`src/rtl/core/first_match_prefix_lookup_core_defines.svh`:
```
// assertion macros for the first-match prefix lookup core
// no dependencies; taken in by the files that carry concurrent checks
`ifndef FIRST_MATCH_PREFIX_LOOKUP_CORE_DEFINES_SVH
`define FIRST_MATCH_PREFIX_LOOKUP_CORE_DEFINES_SVH

// check sampled on the rising clock edge, masked while reset is low
`define FMPL_ASSERT(lbl, clk, rst_n, prop, msg) \
  lbl: assert property (@(posedge clk) disable iff (!rst_n) prop) else $error(msg);

// check sampled on the rising clock edge, also active during reset
`define FMPL_ASSERT_ALWAYS(lbl, clk, prop, msg) \
  lbl: assert property (@(posedge clk) prop) else $error(msg);

`endif

```
`src/rtl/core/fmpl_pkg.sv`:
```
// shared types, codes and helper functions of the first-match prefix lookup core
// no dependencies
`timescale 1ns / 1ps

package fmpl_pkg;

  localparam int unsigned TABLE_ENTRIES_DEF = 64;
  localparam int unsigned COUNT_W           = 7;
  localparam int unsigned INDEX_W           = 6;
  localparam int unsigned ADDR_W            = 128;
  localparam int unsigned TREE_RADIX_W      = 3;

  // word kinds
  localparam logic KIND_WRITE  = 1'b0;
  localparam logic KIND_LOOKUP = 1'b1;

  // address families
  localparam logic [1:0] FAM_UNSPEC = 2'd0;
  localparam logic [1:0] FAM_V4     = 2'd1;
  localparam logic [1:0] FAM_V6     = 2'd2;

  // status codes
  localparam logic [1:0] ST_OK     = 2'd0;
  localparam logic [1:0] ST_INVAL  = 2'd1;
  localparam logic [1:0] ST_FAMILY = 2'd2;

  localparam logic [7:0] V4_LEN_MAX = 8'd32;
  localparam logic [7:0] V6_LEN_MAX = 8'd128;

  typedef struct packed {
    logic               kind;
    logic [INDEX_W-1:0] entry_index;
    logic [63:0]        addr_high;
    logic [63:0]        addr_low;
    logic [7:0]         prefix_length;
    logic [1:0]         family;
  } fmpl_in_t;

  typedef struct packed {
    logic               match_found;
    logic [INDEX_W-1:0] match_index;
    logic [1:0]         status;
  } fmpl_out_t;

  // count and family checks of one lookup that do not need the priority search
  typedef struct packed {
    logic count_nz;
    logic lk_fam_ok;
    logic fam0_ok;
    logic fam_ne;
  } fmpl_chk_t;

  // number of radix-8 tree levels needed to cover n leaves, at least one
  function automatic int unsigned fmpl_levels(int unsigned n);
    int unsigned lv;
    int unsigned span;
    lv   = 1;
    span = 8;
    while (span < n) begin
      lv   = lv + 1;
      span = span * 8;
    end
    return lv;
  endfunction

endpackage

```
`src/rtl/core/fmpl_prio_tree.sv`:
```
// registered radix-8 priority encoder tree, one register level per tree level
// depends on fmpl_pkg
`timescale 1ns / 1ps

module fmpl_prio_tree #(
  parameter int unsigned WIDTH = fmpl_pkg::TABLE_ENTRIES_DEF
) (
  input  logic                                             clk_i,
  input  logic                                             en_i,
  input  logic [WIDTH-1:0]                                 req_i,
  input  logic [WIDTH-1:0]                                 flag_i,
  output logic                                             found_o,
  output logic [fmpl_pkg::TREE_RADIX_W*fmpl_pkg::fmpl_levels(WIDTH)-1:0] index_o,
  output logic                                             flag_o
);
  import fmpl_pkg::*;

  localparam int unsigned LEVELS = fmpl_levels(WIDTH);
  localparam int unsigned IW     = TREE_RADIX_W * LEVELS;
  localparam int unsigned PAD    = 1 << IW;

  logic [PAD-1:0] lf_vld;
  logic [PAD-1:0] lf_flg;

  logic [PAD-1:0] d_vld [LEVELS];
  logic [PAD-1:0] d_flg [LEVELS];
  logic [IW-1:0]  d_idx [LEVELS][PAD];
  logic [PAD-1:0] q_vld [LEVELS];
  logic [PAD-1:0] q_flg [LEVELS];
  logic [IW-1:0]  q_idx [LEVELS][PAD];

  assign lf_vld = PAD'(req_i);
  assign lf_flg = PAD'(flag_i);

  // each node keeps the lowest child with a request
  always_comb begin
    logic          sv;
    logic          sf;
    logic [IW-1:0] si;
    logic          cv;
    logic          cf;
    logic [IW-1:0] ci;
    int unsigned   c;
    d_vld = '{default: '0};
    d_flg = '{default: '0};
    d_idx = '{default: '0};
    for (int l = 0; l < LEVELS; l++) begin
      for (int n = 0; n < PAD; n++) begin
        if (n < (PAD >> (TREE_RADIX_W * (l + 1)))) begin
          sv = 1'b0;
          sf = 1'b0;
          si = '0;
          for (int k = 7; k >= 0; k--) begin
            c = n * 8 + k;
            if (l == 0) begin
              cv = lf_vld[c];
              cf = lf_flg[c];
              ci = '0;
            end else begin
              cv = q_vld[l-1][c];
              cf = q_flg[l-1][c];
              ci = q_idx[l-1][c];
            end
            if (cv) begin
              sv = 1'b1;
              sf = cf;
              si = ci | (IW'(k) << (TREE_RADIX_W * l));
            end
          end
          d_vld[l][n] = sv;
          d_flg[l][n] = sf;
          d_idx[l][n] = si;
        end
      end
    end
  end

  always_ff @(posedge clk_i) begin
    if (en_i) begin
      q_vld <= d_vld;
      q_flg <= d_flg;
      q_idx <= d_idx;
    end
  end

  assign found_o = q_vld[LEVELS-1][0];
  assign flag_o  = q_flg[LEVELS-1][0];
  assign index_o = q_idx[LEVELS-1][0];

endmodule

```
`config.mk`:
```
export PLATFORM = sky130hd
export DESIGN_NAME = fmpl_prio_tree
export DESIGN_NICKNAME = d
export VERILOG_FILES = /design/src/rtl/core/first_match_prefix_lookup_core_defines.svh /design/src/rtl/core/fmpl_pkg.sv /design/src/rtl/core/fmpl_prio_tree.sv
export SDC_FILE = /design/constraint.sdc
export NUM_CORES = 1
export LEC_CHECK = 0
export BUFFER_PORTS_ARGS = -buffer_cell sky130_fd_sc_hd__buf_4
export CAP_MARGIN = 25
export CELL_PAD_IN_SITES_DETAIL_PLACEMENT = 1
export CELL_PAD_IN_SITES_GLOBAL_PLACEMENT = 2
export CORE_MARGIN = 8
export CORE_UTILIZATION = 28
export CTS_CLUSTER_DIAMETER = 200
export DETAILED_ROUTE_END_ITERATION = 8
export GPL_ROUTABILITY_DRIVEN = 0
export PLACE_DENSITY_LB_ADDON = 0.1
export SLEW_MARGIN = 20
export SYNTH_ARGS = -nofsm -noshare
export SYNTH_HDL_FRONTEND = slang
export SYNTH_SLANG_ARGS = --single-unit
```
`constraint.sdc`:
```
create_clock -name clk_i -period 4.05 [get_ports clk_i]
set_input_delay 1.215 -clock clk_i [delete_from_list [all_inputs] [get_ports clk_i]]
set_output_delay 1.215 -clock clk_i [all_outputs]
set_load 0.01 [all_outputs]
```
[Yosys cells after proc, flatten, opt, wreduce, memory -nomap -nowiden]
Index checks and enable logic that the tools add are counted.
Storage, ports and cells
  bits in registers: 60
  output and inout bits: 8
Operators by class
  multiplexer cells: 145
  reductions and logical operators: 25
Operator list (count)
  $mux 3: 32
  $mux 1: 89
  $reduce_or 7->1: 9
  $mux 6: 8
  $mux 2: 16
  $reduce_or 4->1: 8
  $reduce_or 2->1: 8

[Longest topological paths before layout]
Gate-level depths: netlist of the first run.
  depth after elaboration: 8
  mapped depth: 4

[Worst setup path after synthesis of the first run]
OpenSTA, ideal clock, no wires.
  path kind: input to register
  start: input port req_i[21]
  end: register q_vld[66] (netlist bit) (data pin)
  setup time: 0.268 ns
  data arrival time: 1.626 ns
  path slack: 2.156 ns
  stages: 2
  buffers on the path: 0
  cells stage by stage: nor4_1 > nand3_1
On the way
  cells in the longest elaborated chain, start to end: 1
RTL lines
  start: declaration: RTL line fmpl_prio_tree.sv:10  | input logic [WIDTH-1:0] req_i,
  $reduce_or 7->1 (no source line)
  end signal: assignment: RTL line fmpl_prio_tree.sv:80  | q_vld <= d_vld;
  end: declaration: RTL line fmpl_prio_tree.sv:28  | logic [PAD-1:0] q_vld [LEVELS];
Every way passes these cells.
A chain may end at the register's enable or synchronous reset.

[Final worst setup path of the first run]
  start: register q_idx, in the netlist index_o[0]
  end: output port index_o[0] (netlist bit)
RTL lines
  start: declaration: RTL line fmpl_prio_tree.sv:30  | logic [IW-1:0] q_idx [LEVELS][PAD];
  start signal: assignment: RTL line fmpl_prio_tree.sv:82  | q_idx <= d_idx;
  end: declaration: RTL line fmpl_prio_tree.sv:13  | output logic [fmpl_pkg::TREE_RADIX_W*fmpl_pkg::fmpl_levels(WIDTH)-1:0] index_o,
No word-level cell between the ends.

==> key figures, run 1 <==
Clocking
  – Num CTS Buffers: 5
  – PostCTS Resize Cnt: 0
  – Clock buffer depth: 2
  – CTS Hold Bufs: 0
  – Number of H-tree levels: 2
  – Clk_lat worst skew: 0.30 ns
  – Clk slew on worst S/H paths: 0.09 ns
  – Root Buffer: clkbuf_8
  – CTS tree: built
  – Post-CTS setup buffers: 0
  – Clock Sink Count: 48

Finish
  – Fill cells: 1,256
  – Area of the multi-input gates: 1331 um2
  – Sequential cell area: 1441 um2
  – Nets: 607
  – Area grow syn2layout: 42.87%
  – Ant diodes: 0
  – Layout cells sized above 1: 0.3096

Die
  – Placement Rows: 37
  – Initial Utilization: 0.2860
  – DIE WIDTH: 118.5 um
  – I/O Pins: 138
  – Core area: 10,280 um2
  – DIE AREA: 14,030 um2
  – Die extent in y: 118.5 um

Power and ir drop
  – Peak VDD IR: 0.0001193 V
  – Pwr per Cell Area: 284.8 nW/um2
  – Tot Pwr: 0.001196 W
  – Pleak: 1.785 nW

Worst hold path
  – Hold_sp: q_flg[64]$_DFFE_PP_
  – Hold path depth: 2
  – Worst Hold Class: register to register
  – Hold worst-path end: flag_o$_DFFE_PP_

Flow run
  – Max-cap violations: 0

Status
  – Outcome: complete, no violations

Timing
  – Setup Total Neg Slack: 0 ns
  – Hold slack: 0.5662 ns
  – Crit path time final: 2.042 ns
  – Finish-stage setup viols: 0
  – Hold Vio Cnt, Final: 0
  – Final period util: 0.5042
  – RSZ-0062 raised after global routing: false
  – Slew @ Worst Pin: 0.5919 ns
  – Max Clock Freq: 489.7 MHz
  – Slew headroom: 0.6054
  – Clk_skew: 0.01031 ns
  – Max Transition Viols Final: 0

Yosys
  – Synthesis-stage register bit count: 48
  – Synth Area per Inst: 8.644 um2
  – Mapped Cells: 340
  – Yosys warns: 0
  – Sequential fraction of the synthesis area: 0.4904
  – Synth cell types: 31
  – Mapped cell area: 2939 um2
  – Post-synthesis net count: 470

Placement
  – DP Wirelength: 7283 um
  – PortBufs: 137

Setup path
  – Worst Setup End Kind: output port
  – Crit path max fanout: 1
  – R2R Path End: flag_o$_DFFE_PP_
  – Critical Path RT: 2.83 ns
  – Reg2Reg Depth: 3
  – RR Startpoint: q_vld[66]$_SDFFCE_PP1P_
  – Setup CP Type: register to output port
  – Crit path arrival time: 0.83 ns
  – Family with the most delay on the worst path: flip-flops
  – Max incr delay on CP: 0.37 ns
  – CP max stage cell: edfxtp_1
  – Critical path launch point type: register
  – Reg2Reg Setup Slack: 2.44 ns
  – Critical-path cell list: buf_4
  – Critical path buffers and inverters: 1

Detailed routing
  – First-pass DRT Iterations: 4
  – Via count: 2,893
  – Antenna Nets Post-Route: 0
  – Via density: 4.712
  – DRC errors left: 0
  – WL/cell: 14.07 um
  – Aggregate routed wire length: 8637 um
  – Initial detailed-routing violation count: 56

Global route
  – Number of antenna violations at the first check in global routing: 0
  – GR Overflow Total: 0
  – First-pass GRT wire length: 13,940 um
  – Pin count of the biggest net entering global routing: 49
  – GRT Total Usage: 0.1173
  – Vias in the first global route: 3,080
[area by class of cell]
class / instances / area share
inverters: 31 / 0.02771
flip-flops and latches: 48 / 0.3433
multi-input cells: 254 / 0.3170
well taps: 136 / 0.04052
repair buffers: 137 / 0.2449
clock buffers: 5 / 0.01639
clock inverters: 3 / 0.01013
[cells by family (layout without fill, tap and decap cells)]
group,after synthesis,count (layout),synth area share
AOI/OAI and AO/OA,112,112,0.2299
buffers and inverters,38,176,0.05662
DFF,48,48,0.4904
and+or+nand+nor,142,142,0.2231
[placed cells by master (no fill, tap or decap), drive strengths merged, types with 2 or more instances in the layout]
cell	count
buf	137
edfxtp	48
nand2	46
nor2	45
a21oi	43
inv	31
o21ai	19
nand3	17
a31oi	11
nor4	9
nor2b	9
nand2b	9
o211ai	8
a21boi	8
o21bai	8
o22ai	5
clkbuf	5
a221oi	3
or4	3
a22oi	3
clkinv	2
[per-stage QoR]
step	std cells	utilization	setup slack, ns	cell area [um2]
after floorplan	340	-	2.156	2939
after detailed placement	606	0.3977	1.885	4088
final	614	0.4086	2.008	4199
after global routing	614	0.4086	1.970	4199
after global placement	606	0.3977	1.948	4088
after CTS	614	0.4086	1.999	4199
[layer usage]
metal  global-route usage  vias up  routed length, um
li1                     -     1509                  -
met1               0.1395     1302               3918
met2               0.2004       77               4095
met3              0.03903        5                559
met4              0.02846        0                 63
met5                    0        -                  0
[sequential cells by signal (all words and copies together), names as in the netlist]
| signal | flops |
|---|---|
| q_vld | 8 |
| index_o | 6 |
| flag_o | 1 |
| found_o | 1 |
| q_idx | 24 |
| q_flg | 8 |
[Yosys cell counts]
cell type | n | area share
a211o_1 | 1 | 0.0030
a21boi_0 | 8 | 0.020
a21oi_1 | 43 | 0.073
a221o_1 | 1 | 0.0034
a221oi_1 | 3 | 0.0089
a22oi_1 | 3 | 0.0077
a31oi_1 | 11 | 0.023
and2_1 | 1 | 0.0021
buf_2 | 1 | 0.0017
buf_4 | 6 | 0.015
edfxtp_1 | 48 | 0.49
inv_1 | 31 | 0.040
nand2_1 | 46 | 0.059
nand2b_1 | 8 | 0.017
nand2b_2 | 1 | 0.0030
nand3_1 | 17 | 0.029
nand3b_1 | 1 | 0.0026
nor2_1 | 44 | 0.056
nor2_2 | 1 | 0.0021
nor2b_1 | 8 | 0.017
nor2b_4 | 1 | 0.0047
nor3_1 | 1 | 0.0017
nor4_1 | 9 | 0.019
o211ai_1 | 8 | 0.020
o21ai_0 | 19 | 0.032
o21bai_1 | 8 | 0.020
o221ai_1 | 1 | 0.0030
o22ai_1 | 5 | 0.011
o41ai_1 | 1 | 0.0030
or2_2 | 1 | 0.0021
or4_1 | 3 | 0.0077
[worst max path at each step]
stage,cells after the start,slack [ns],to,startpoint
final,1,2.01,index_o[0],index_o[0]$_DFFE_PP_
after detailed placement,3,1.89,q_vld[68]$_SDFFCE_PP1P_,req_i[36]
after global placement,3,1.95,q_vld[66]$_SDFFCE_PP1P_,req_i[21]
after floorplan,2,2.16,q_vld[66]$_SDFFCE_PP1P_,req_i[21]
after CTS,1,2.00,index_o[0],index_o[0]$_DFFE_PP_
after global routing,1,1.97,index_o[0],index_o[0]$_DFFE_PP_
[power breakdown]
| part | leakage [nW] | internal (W) | total (W) | switching [W] |
|---|---|---|---|---|
| clock network | 0.0558 | 0.000183 | 0.000343 | 0.000160 |
| logic | 1.26 | 0.000134 | 0.000246 | 0.000112 |
| registers | 0.468 | 0.000590 | 0.000607 | 0.0000178 |
| total | 1.78 | 0.000907 | 0.00120 | 0.000289 |
Note: power is estimated with default switching activity, not from simulation.
==> run 2, diff against run 1 <==
--- a/config.mk
+++ b/config.mk
@@ -10,7 +10,7 @@
 export CELL_PAD_IN_SITES_DETAIL_PLACEMENT = 1
 export CELL_PAD_IN_SITES_GLOBAL_PLACEMENT = 2
 export CORE_MARGIN = 8
-export CORE_UTILIZATION = 28
+export CORE_UTILIZATION = 23
 export CTS_CLUSTER_DIAMETER = 200
 export DETAILED_ROUTE_END_ITERATION = 8
 export GPL_ROUTABILITY_DRIVEN = 0
==> constraint.sdc (replaced) <==
create_clock -name clk_i -period 1.7 [get_ports clk_i]
set_input_delay 0.51 -clock clk_i [delete_from_list [all_inputs] [get_ports clk_i]]
set_output_delay 0.51 -clock clk_i [all_outputs]
set_load 0.01 [all_outputs]
==> run 2 against run 1 <==
Against the previous run:
- wire length grew 3.9%
- sequential cell count unchanged
- clock power rose to 2.7 times the previous value
- first-iteration DRC count down 11%
- power grew 150%
- via count increased by 0.83%
- sequential power grew 140%
- global-route usage is 1.1 points lower
- count of clock-buffer cells in the layout unchanged
- non-clock buffer count up 3
- core utilization down 6.5 points
- critical path depth is 3 higher
- critical endpoint is now index_o[1]$_DFFE_PP_
==> key figures, run 2 (synthesis gave the netlist of run 1 again) <==
Detailed routing
  – Initial detailed-routing violation count: 50
  – WL/cell: 13.74 um
  – Aggregate routed wire length: 8974 um
  – Via count: 2,917
  – DRC errors left: 0
  – Via density: 4.467
  – Antenna Nets Post-Route: 0
  – First-pass DRT Iterations: 4

Clocking
  – Number of H-tree levels: 2
  – Clock Sink Count: 48
  – Clock buffer depth: 2
  – Post-CTS setup buffers: 0
  – Num CTS Buffers: 5
  – PostCTS Resize Cnt: 0
  – Root Buffer: clkbuf_16
  – CTS Hold Bufs: 0
  – Clk_lat worst skew: 0.28 ns
  – Clk slew on worst S/H paths: 0.06 ns
  – CTS tree: built

Setup path
  – CP max stage cell: edfxtp_1
  – Reg2Reg Setup Slack: 0.12 ns
  – Critical Path RT: 1.83 ns
  – Critical path buffers and inverters: 0
  – Worst Setup End Kind: register
  – Critical-path cell list: nor2b_4 -> a221oi_1 -> or4_1 -> a31oi_1
  – Setup CP Type: register to register
  – Crit path arrival time: 1.70 ns
  – Max incr delay on CP: 0.53 ns
  – Family with the most delay on the worst path: simple AND/OR/NAND/NOR gates
  – Critical path launch point type: register
  – Crit path max fanout: 8

Global route
  – First-pass GRT wire length: 14,590 um
  – Number of antenna violations at the first check in global routing: 0
  – GRT Total Usage: 0.1068
  – GR Overflow Total: 0
  – Pin count of the biggest net entering global routing: 20
  – Vias in the first global route: 3,096

Placement
  – PortBufs: 137
  – DP Wirelength: 7699 um
  – Pre-CTS setup slack: 0.1114 ns
  – DP Area: 4180 um2

Worst hold path
  – Worst Hold Class: input pin to register

Finish
  – Most frequent cells in the layout: buf_4 (138), edfxtp_1 (48), nand2_1 (46), nor2_1 (44), a21oi_1 (43)
  – Final instance area: 4319 um2
  – Ant diodes: 0
  – Area of the multi-input gates: 1331 um2
  – Largest Register: q_idx
  – Area grow syn2layout: 46.96%
  – Sequential cell area: 1441 um2
  – Regs by FF count: q_idx x24, q_flg x8, q_vld x8
  – Most common cell after layout, fill and taps aside: buf_4
  – Fill cells: 1,521
  – Max FFs per register: 24
  – Layout cells sized above 1: 0.3139
  – Nets: 610

Timing
  – Slew @ Worst Pin: 0.4043 ns
  – Hold Vio Cnt, Final: 0
  – Clk_skew: 0.002026 ns
  – RSZ-0062 raised after global routing: false
  – Finish-stage setup viols: 0
  – Final setup margin: 0.1242 ns
  – Max Clock Freq: 634.6 MHz
  – Crit path time final: 1.576 ns
  – Max Transition Viols Final: 0
  – Slew headroom: 0.7280
  – Setup Total Neg Slack: 0 ns
  – Final period util: 0.9270

Power and ir drop
  – Pwr per Cell Area: 690.4 nW/um2
  – Pleak: 1.824 nW
  – Peak VDD IR: 0.0002962 V
  – Tot Pwr: 0.002982 W

Die
  – DIE AREA: 16,650 um2
  – Initial Utilization: 0.2338
  – Core area: 12,570 um2
  – I/O Pins: 138
  – Die extent in y: 129.0 um
  – Placement Rows: 41
  – DIE WIDTH: 129.0 um

Flow run
  – Max-cap violations: 0

Status
  – Outcome: complete, no violations
[run 2: cell count changes in the layout (fill, tap and decap cells not counted), sizes merged]
| cell | before | now |
|---|---|---|
| clkinv | 2 | 3 |
| buf | 137 | 140 |
| bufinv | 1 | 0 |
[run 2: metrics by stage]
| step | utilization | std cells | hold WS, ns |
|---|---|---|---|
| finish | 0.3437 | 653 | 0.5283 |
| global route | 0.3437 | 653 | 0.5228 |
| CTS | 0.3437 | 653 | 0.5195 |
| detailed placement | 0.3326 | 645 | 0.5569 |
| global placement | 0.3326 | 645 | 0.5615 |
| floorplan | - | 340 | 0.5074 |
[run 2: final timing paths]
kind	startpoint	to	cells after the start
worst max-delay path	q_vld[70]$_SDFFCE_PP1P_	index_o[1]$_DFFE_PP_	4
worst min-delay path	req_i[16]	q_idx[750]$_SDFFCE_PP0P_	2
worst min register to register	q_flg[64]$_DFFE_PP_	flag_o$_DFFE_PP_	2
worst max register to register	q_vld[70]$_SDFFCE_PP1P_	index_o[1]$_DFFE_PP_	4
[run 2: power breakdown]
group / total [W] / switching, W / internal [W]
Sequential: 0.00145 / 0.0000468 / 0.00141
Clock: 0.000929 / 0.000395 / 0.000534
Combinational: 0.000600 / 0.000270 / 0.000330
[run 2: area by class of cell]
cell class / count / area share
clock buffers: 5 / 0.02897
clock inverters: 3 / 0.003187
inverters: 31 / 0.02694
multi-input cells: 254 / 0.3082
flip-flops and latches: 48 / 0.3337
well taps: 172 / 0.04983
repair buffers: 140 / 0.2491
[run 2: layer usage]
layer  share of wire  track usage
met3           0.068      0.03164
met4          0.0099      0.03110
met5               0            0
met2            0.46       0.1730
met1            0.46       0.1345
